File: config.mk
export PLATFORM = sky130hd
export DESIGN_NAME = flmpf_queue
export DESIGN_NICKNAME = d
export VERILOG_FILES = /design/src/hw/rtl/flmpf_pkg.sv /design/src/hw/rtl/flmpf_queue.sv
export SDC_FILE = /design/constraint.sdc
export NUM_CORES = 1
export LEC_CHECK = 0
export BUFFER_PORTS_ARGS = -buffer_cell sky130_fd_sc_hd__buf_2
export CORE_ASPECT_RATIO = 1.1
export CORE_MARGIN = 5
export CORE_UTILIZATION = 53
export DETAILED_ROUTE_END_ITERATION = 6
export PLACE_DENSITY_LB_ADDON = 0.2
export SLEW_MARGIN = 10
export SYNTH_ARGS = -nofsm -noshare
export SYNTH_HDL_FRONTEND = slang
export SYNTH_SLANG_ARGS = --single-unit
File: constraint.sdc
create_clock -name clock -period 7.6 [get_ports clock]
set_input_delay 1.14 -clock clock [delete_from_list [all_inputs] [get_ports clock]]
set_output_delay 1.14 -clock clock [all_outputs]
set_load 0.05 [all_outputs]
File: src/hw/rtl/flmpf_pkg.sv
// Shared types, constants and helpers for the first-local-minimum parabolic fit.
// Used by the front, queue, back, top level and checker; no dependencies.
`default_nettype none

package flmpf_pkg;

   // Field widths
   localparam int DATA_W    = 32;
   localparam int G_W       = 64;
   localparam int INDEX_W   = 10;

   // Longest run; the item at MAX_STEPS-1 closes the run
   localparam int MAX_STEPS = 1024;
   localparam int STEP_W    = $clog2(MAX_STEPS);

   // Depth of the front-to-back job queue
   localparam int QUEUE_DEPTH = 2;

   // Configuration register indexes
   localparam int CSR_IDX_W = 2;
   localparam logic [CSR_IDX_W-1:0] CSR_VMAX       = 2'd0;
   localparam logic [CSR_IDX_W-1:0] CSR_STEP_SIZE  = 2'd1;
   localparam logic [CSR_IDX_W-1:0] CSR_AVG_WEIGHT = 2'd2;

   localparam logic [DATA_W-1:0] AVG_WEIGHT_RESET = 32'h0001_0000;

   typedef struct packed {
      logic [DATA_W-1:0] vmax;
      logic [DATA_W-1:0] step_size;
      logic [DATA_W-1:0] avg_weight;
   } cfg_type;

   // One finished run handed from the front to the back
   typedef struct packed {
      logic              found;
      logic [STEP_W-1:0] index;
      logic [G_W-1:0]    left;
      logic [G_W-1:0]    mid;
      logic [G_W-1:0]    right;
   } job_type;

   // Magnitude of a signed 32-bit value; the most negative value gives 2^31
   function automatic logic [DATA_W-1:0] abs32(input logic [DATA_W-1:0] x);
      abs32 = x[DATA_W-1] ? (~x + 32'd1) : x;
   endfunction

endpackage

`default_nettype wire

File: src/hw/rtl/flmpf_queue.sv
// Short job queue between the front and the back end.
// Holds QUEUE_DEPTH jobs of job_type from flmpf_pkg.
`default_nettype none

module flmpf_queue
   import flmpf_pkg::*;
(
   input  wire logic clock,
   input  wire logic reset,
   input  wire logic push,
   input  job_type   push_data,
   output logic      full,
   input  wire logic pop,
   output job_type   pop_data,
   output logic      empty
);

   localparam int PTR_W = (QUEUE_DEPTH > 1) ? $clog2(QUEUE_DEPTH) : 1;
   localparam int CNT_W = $clog2(QUEUE_DEPTH + 1);
   localparam logic [PTR_W-1:0] PTR_LAST = PTR_W'(QUEUE_DEPTH - 1);

   job_type          slot_ff [QUEUE_DEPTH];
   logic [PTR_W-1:0] wr_ptr_ff, wr_ptr_in;
   logic [PTR_W-1:0] rd_ptr_ff, rd_ptr_in;
   logic [CNT_W-1:0] count_ff, count_in;
   logic             do_push;
   logic             do_pop;

   always_comb begin
      full     = (count_ff == CNT_W'(QUEUE_DEPTH));
      empty    = (count_ff == CNT_W'(0));
      do_push  = push && !full;
      do_pop   = pop && !empty;
      pop_data = slot_ff[rd_ptr_ff];

      wr_ptr_in = wr_ptr_ff;
      rd_ptr_in = rd_ptr_ff;
      count_in  = count_ff;

      // Advance the pointers with wrap
      if (do_push) begin
         wr_ptr_in = (wr_ptr_ff == PTR_LAST) ? '0 : wr_ptr_ff + PTR_W'(1);
      end
      if (do_pop) begin
         rd_ptr_in = (rd_ptr_ff == PTR_LAST) ? '0 : rd_ptr_ff + PTR_W'(1);
      end
      if (do_push && !do_pop) begin
         count_in = count_ff + CNT_W'(1);
      end else if (do_pop && !do_push) begin
         count_in = count_ff - CNT_W'(1);
      end
   end

   always_ff @(posedge clock) begin
      if (do_push) begin
         slot_ff[wr_ptr_ff] <= push_data;
      end
      if (reset) begin
         wr_ptr_ff <= '0;
         rd_ptr_ff <= '0;
         count_ff  <= '0;
      end else begin
         wr_ptr_ff <= wr_ptr_in;
         rd_ptr_ff <= rd_ptr_in;
         count_ff  <= count_in;
      end
   end

endmodule

`default_nettype wire

==> impl_results.md, run 1 <==
* Clock slew seen by the registers of the worst setup and hold paths at 60 ps
* Routed wirelength normalized by instance count at 20.6 microns
* Number of CTS-inserted buffers at 41
* Vertical die dimension at 190 microns
* Layout Nets at 1302
* Overall routed net length at 30900 microns
* Core area at 28900 sq um
* Resize count post-CTS at 0
* Total via count in the routed design at 7595
* Capturing element type of the critical path: output port
* CP arrival at 2570 ps
* Post-synthesis async set-or-reset flop share at 0%
* Maximum capacitance violations at 0
* Count of routing violations after the opening detailed-route iteration at 345
* Detailed-route vias per instance at 5.07
* Count of final max-slew check failures at 0
* Most used standard cell by instance count after synthesis: edfxtp_1
* Maximum fanout encountered on the critical timing path at 59
* Share of cells above drive strength 1 at 60.4%
* Vias in the first global route at 8092
* Post-Synthesis Net Count at 865
* Hold violation total from the final report at 0
* Port buffer count at 411
* Count of antenna-violating nets left after detailed routing at 0
* Final critical delay including setup and external delays at 3710 ps
* Pin count of the biggest net entering global routing at 132
* Share of the cycle needed by the critical path after routing at 48.8%
* Unrepaired setup endpoints after global routing: false
* Run status: completed
* Number of unique standard cell types used by synthesis at 16
* Cell Rows at 65
* Post-detail-place hpwl at 21000 microns
* Maximum vdd ir drop at 492 uV
* Final core area utilization at 66.5%
* Total power at 7.63 mW
* Worst setup path category: reg2out
* Post-layout instance area at 19200 sq um
* Minimum setup slack after placement at 3750 ps
* Worst clock skew on the final layout at 8.74 ps
* Layout overhead on the synthesized area at 23.3%
* Initial antenna violation count at 8
* Global-route wire length before repair at 45900 microns
* Cell types with the highest counts after synthesis: edfxtp_1, mux2_4, mux2_2
* Slew margin rel. at 27.8%
* Synthesized area per cell at 23.7 sq um
* Synth top area share at 78.3%
* Residual overflow from global routing at 0
* PwrDens at 398 nW/um^2
* Count of unresolved DRC violations after routing at 0
* TritonCTS sink count at 411
* Count of warnings emitted by yosys at 0
* Clock root cell: clkbuf_16
* Number of buffers between clock root and the deepest sink at 3
* Die Wd at 173 microns
* Type of the worst min-delay path: reg2reg
* Post-CTS setup buffer count at 0
* Clock tree from TritonCTS: built
* Setup violation total in the final timing report at 0
* Worst skew pair latency at 520 ps
* Transition time of the tightest slew-check pin at 1080 ps
* DP Area at 17900 sq um
* Maximum clock rate at 0.270 GHz
* Setup tns final at 0 ps
* Total standard cell area after synthesis at 15600 sq um
* Post-route worst setup slack at 3890 ps
* Part of the Yosys area used for sequential elements at 78.9%
* Required time of the worst setup path at 6460 ps
* Post-synthesis cell count at 657
* Filler Cell Count at 1986
* Initial Utilization at 54.0%
* Number of enable-type register cells in the synthesized netlist at 406
* Cell type with the highest aggregate area in the netlist: edfxtp_1
* Number of iterations in the first detailed-routing pass at 4
* Sort of element at the start of the critical path: flip-flop
* Total routing usage reported by global routing at 18.1%
* Global placement routability congestion at 0.733
* IO Pins at 412
* Cts-stage hold buffer count at 0
* Cell types occupying the most area after synthesis: edfxtp_1, mux2_4, mux2_2, buf_6, dfxtp_1
* DIE AREA at 32900 sq um
* Storage cell area at 12300 sq um
* Multi-input gate area at 3040 sq um
* Leak Pwr at 7.50 nW
* Primary FF master, synth: edfxtp_1
* Count of state elements after synthesis at 411
* CTS H-Tree Depth at 2
cells in the final DEF, fill, tap and decap left out, drive strengths merged:
cell      instances
a21oi             2
and2              1
buf             417
bufinv            2
clkbuf           54
clkinv           16
clkinvlp          1
dfxtp             5
diode             4
edfxtp          406
ha                1
inv               3
mux2            203
nor2              5
nor2b             1
o21ai             3
or3               2
xor2              3
layer usage:
metal,vias to the layer above,track usage (%),share of wire [%]
li1,3501,-,-
met1,3725,20.1,36
met2,291,32.6,52
met3,70,5.96,8.3
met4,8,6.66,3.3
met5,-,0,0.19
stage by stage:
stage	cells	hold slack, ps
2_1_floorplan	657	452
3_3_place_gp	1419	477
3_5_place_dp	1419	490
4_1_cts	1493	504
5_1_grt	1497	535
6_report	1497	502
state kept, by name, indices dropped and copies added, names as in the netlist, named ones only:
name,count
wr_ptr_ff,1
rd_ptr_ff,1
slot_ff,406
count_ff,2
where the power goes:
group	internal [mW]	switching, mW	total, mW
registers	2.85	0.0832	2.94
clock network	1.10	0.779	1.88
logic	0.863	1.95	2.81
total	4.82	2.81	7.63
kinds of logic after synthesis:
logic type | after synthesis | share of synthesized area [%]
DFF | 411 | 78.9
muxes | 203 | 18.8
buffers and inverters | 25 | 1.61
and+or+nand+nor | 9 | 0.297
AOI/OAI and AO/OA | 5 | 0.161
xor gates and xnor gates | 3 | 0.169
adders and majority gates | 1 | 0.0803
path summary, 6_finish.rpt:
path	startpoint	to	slack, ps	cells past startpoint
max	flip-flop	pop_data[185]	3890	3
min reg2reg	wr_ptr_ff$_SDFFE_PP0P_	wr_ptr_ff$_SDFFE_PP0P_	500	2
min	wr_ptr_ff$_SDFFE_PP0P_	wr_ptr_ff$_SDFFE_PP0P_	500	2
max reg2reg	count_ff[0]$_SDFFE_PP0P_	slot_ff[0][171]$_DFFE_PP_	4620	4
layout make-up:
cell class | instances | area share (%)
flip-flops and latches | 411 | 64.0
multi-input cells | 221 | 15.8
repair buffers | 417 | 11.0
clock buffers | 54 | 5.82
well taps | 368 | 2.40
clock inverters | 20 | 0.782
inverters | 2 | 0.0782
diodes | 4 | 0.0521
worst max-delay path, stage by stage (launching register included):
cell and delay (ps):
dfxtp_4 500, buf_4 860, mux2_2 420, buf_2 210
Note: power is estimated with default switching activity, not from simulation.
==> run 2: changes to the inputs <==
--- a/config.mk
+++ b/config.mk
@@ -5,6 +5,7 @@
 export SDC_FILE = /design/constraint.sdc
 export NUM_CORES = 1
 export LEC_CHECK = 0
+export ABC_AREA = 1
 export BUFFER_PORTS_ARGS = -buffer_cell sky130_fd_sc_hd__buf_2
 export CORE_ASPECT_RATIO = 1.1
 export CORE_MARGIN = 5
==> constraint.sdc (replaced) <==
create_clock -name clock -period 3.75 [get_ports clock]
set_input_delay 0.5625 -clock clock [delete_from_list [all_inputs] [get_ports clock]]
set_output_delay 0.5625 -clock clock [all_outputs]
set_load 0.05 [all_outputs]
==> run 2 against run 1 <==
Clock skew rose by 4.6 ps. Synthesized cell count rose by 1.8%. Sequential share of layout area fell by 0.66 points. Die area rose by 0.15%. First-iteration DRC count rose by 21%. Sequential power rose by 100%. Cell count rose by 1.3%. Largest power group unchanged. Highest routed layer unchanged.
==> impl_results.md, run 2 <==
* Most common library cell in the layout ignoring fill and taps: buf_2
* Cell types with the highest counts after synthesis: edfxtp_1, mux2_4, mux2_2
* Layout Nets at 1326 (+1.8%)
* Unrepaired setup endpoints after global routing: false
* Cells along the critical path: buf_4 > mux2_4 > buf_2
* Number of unique standard cell types used by synthesis at 16 (unchanged)
* Final worst hold slack at 238 ps (-264 ps)
* Vias in the first global route at 8154 (+0.77%)
* Switching Power at 5.25 mW (+86%)
* Worst setup path category: reg2out
* Total standard cell area after synthesis at 15600 sq um (+0.16%)
* Share of cells above drive strength 1 at 60.2% (-0.15 points)
* PwrDens at 764 nW/um^2 (+92%)
* Number of cells on the worst hold path at 1 (-1)
* Max reg flops at 406 (unchanged)
* Number of enable-type register cells in the synthesized netlist at 406 (unchanged)
* Port buffer count at 411 (unchanged)
* Count of antenna-violating nets left after detailed routing at 0 (unchanged)
* Post-Synthesis Net Count at 877 (+1.4%)
* TritonCTS sink count at 411 (unchanged)
* Share of the cycle needed by the critical path after routing at 74.8%
* Run status: completed
* Worst skew pair latency at 510 ps (about the same)
* Primary FF master, synth: edfxtp_1
* Part of the Yosys area used for sequential elements at 78.8% (-0.13 points)
* Number of CTS-inserted buffers at 40 (-2.4%)
* Resize count post-CTS at 0 (unchanged)
* Maximum capacitance violations at 0 (unchanged)
* Post-synthesis cell count at 669 (+1.8%)
* Registers with the highest flip-flop counts: slot_ff (406), count_ff (2)
* Most used cells in the layout excluding fill and tap cells: buf_2, edfxtp_1, mux2_4
* Switching share of power at 35.4% (-1.5 points)
* Type of the worst min-delay path: in2reg
* Seq pwr share at 40.5% (+2.0 points)
* Required time of the worst setup path at 3190 ps (-3270 ps)
* Total via count in the routed design at 7728 (+1.8%)
* Maximum clock rate at 0.357 GHz
* Maximum fanout encountered on the critical timing path at 28 (-53%)
* Register containing the most flip-flops in the final layout: slot_ff
* Overall routed net length at 31600 microns (+2.4%)
* CP arrival at 2240 ps (-330 ps)
* Detailed-route vias per instance at 5.10 (+0.48%)
* Clock root cell: clkbuf_16
* Cell internal pwr at 9.57 mW (+99%)
* Count of unresolved DRC violations after routing at 0 (unchanged)
* Count of state elements after synthesis at 411 (unchanged)
* Residual overflow from global routing at 0 (unchanged)
* Pin count of the biggest net entering global routing at 117 (-11%)
* Post-detail-place hpwl at 22200 microns (+5.6%)
* Cell types occupying the most area after synthesis: edfxtp_1, mux2_4, mux2_2, buf_6, dfxtp_1
* Routed wirelength normalized by instance count at 20.9 microns (+1.1%)
* Post-CTS setup buffer count at 0 (unchanged)
* Setup tns final at 0 ps (unchanged)
* Hold violation total from the final report at 0 (unchanged)
* CP max stage cell: dfxtp_4
* Maximum vdd ir drop at 479 uV (-2.8%)
* Count of routing violations after the opening detailed-route iteration at 419 (+21%)
* Initial Utilization at 54.0% (+0.087 points)
* Clock slew seen by the registers of the worst setup and hold paths at 60 ps (about the same)
* Total routing usage reported by global routing at 18.3% (+0.22 points)
* Cts-stage hold buffer count at 0 (unchanged)
* Final critical delay including setup and external delays at 2800 ps
* Clock tree from TritonCTS: built
* Cell type with the highest aggregate area in the netlist: edfxtp_1
* Global placement routability congestion at 0.762 (+3.9%)
* Number of iterations in the first detailed-routing pass at 4 (unchanged)
* Vertical die dimension at 190 microns (about the same)
* Worst clock skew on the final layout at 13.3 ps (+4.59 ps)
* Highest cell delay on the worst timing path at 700 ps (-160 ps)
* Number of buffers between clock root and the deepest sink at 3 (unchanged)
* CTS H-Tree Depth at 2 (unchanged)
* DP Area at 18200 sq um (+1.5%)
* DIE AREA at 33000 sq um (+0.15%)
* Post-layout instance area at 19400 sq um (+1.0%)
* IO Pins at 412 (unchanged)
* Leak Pwr at 7.61 nW (+1.4%)
* Synth top area share at 78.1% (-0.13 points)
* Count of warnings emitted by yosys at 0 (unchanged)
* Capturing element type of the critical path: output port
* Global-route wire length before repair at 46600 microns (+1.5%)
* Layout overhead on the synthesized area at 24.3%
* Transition time of the tightest slew-check pin at 876 ps (-207 ps)
* Core area at 28900 sq um (unchanged)
* Initial antenna violation count at 12 (+4)
* Setup violation total in the final timing report at 0 (unchanged)
* Share of power burned in the clock network at 24.9% (+0.2 points)
* Sort of element at the start of the critical path: flip-flop
* Slew margin rel. at 41.4% (+14 points)
* Cell Rows at 65 (unchanged)
* Post-synthesis async set-or-reset flop share at 0% (unchanged)
* Proportion of power drawn by combinational gates at 34.6% (-2.3 points)
* Die Wd at 174 microns (about the same)
* Synthesized area per cell at 23.3 sq um (-1.6%)
* Count of final max-slew check failures at 0 (unchanged)
* Depth of the worst register-to-register path at 3 (-1)
* Most used standard cell by instance count after synthesis: edfxtp_1
## run 2: path summary, 6_finish.rpt
kind | endpoint | slack (ps) | startpoint
setup reg to reg | slot_ff[0][131]$_DFFE_PP_ | 1710 | count_ff[0]$_SDFFE_PP0P_
hold / removal | slot_ff[1][66]$_DFFE_PP_ | 240 | push_data[66]
setup / recovery | pop_data[66] | 950 | flip-flop
hold reg to reg | wr_ptr_ff$_SDFFE_PP0P_ | 540 | wr_ptr_ff$_SDFFE_PP0P_
## run 2: metal layers
metal  wire [microns]  vias up  global-route usage [%]  part of all wire, %
met5               53        -                       0                 0.17
met4             1020        8                    6.91                  3.2
met3             2810       67                    6.16                  8.9
met2            16400      319                    32.4                   52
met1            11400     3786                    20.8                   36
li1                 -     3548                       -                    -
## run 2: logic make-up after synthesis
logic type | after synthesis | share of synthesized area [%]
buffers and inverters | 32 | 1.78
and+or+nand+nor | 16 | 0.425
adders and majority gates | 1 | 0.0802
DFF | 411 | 78.8
muxes | 203 | 18.7
AOI/OAI and AO/OA | 6 | 0.192
## run 2: power groups by stage
| stage | sequential, mW | combinational, mW | clock, mW |
|---|---|---|---|
| finish | 6.01 | 5.13 | 3.68 |
| global route | 6.06 | 5.34 | 3.99 |
| CTS | 6.01 | 5.19 | 3.78 |
| detailed placement | 6.11 | 5.18 | 0 |
| global placement | 6.07 | 5.16 | 0 |
| floorplan | 6.07 | 4.15 | 0 |
## run 2: cell type report
class                           instances  area [sq um]
Antenna cell                            7          17.5
Fill cell                            1927          9470
Tap cell                              368           460
Timing Repair Buffer                  430          2340
Multi-Input combinational cell        226          3060
Sequential cell                       411         12300
Clock inverter                         10          96.3
Clock buffer                           55          1100
Inverter                                9          33.8
## run 2: worst max-delay path, delay by kind of cell, from the launching register on
kind | cells | cell delay, ps
muxes | 1 | 340
buffers and inverters | 2 | 660
DFF | 1 | 700
## run 2: through the flow
step / total power, mW / util [%] / worst slack [ps] / std cells
floorplan: 10.2 / - / -323 / 669
global placement: 11.2 / 63.0 / 1460 / 1444
detailed placement: 11.3 / 63.0 / 1440 / 1444
CTS: 15.0 / 67.1 / 890 / 1509
global route: 15.4 / 67.2 / 833 / 1515
finish: 14.8 / 67.2 / 946 / 1516
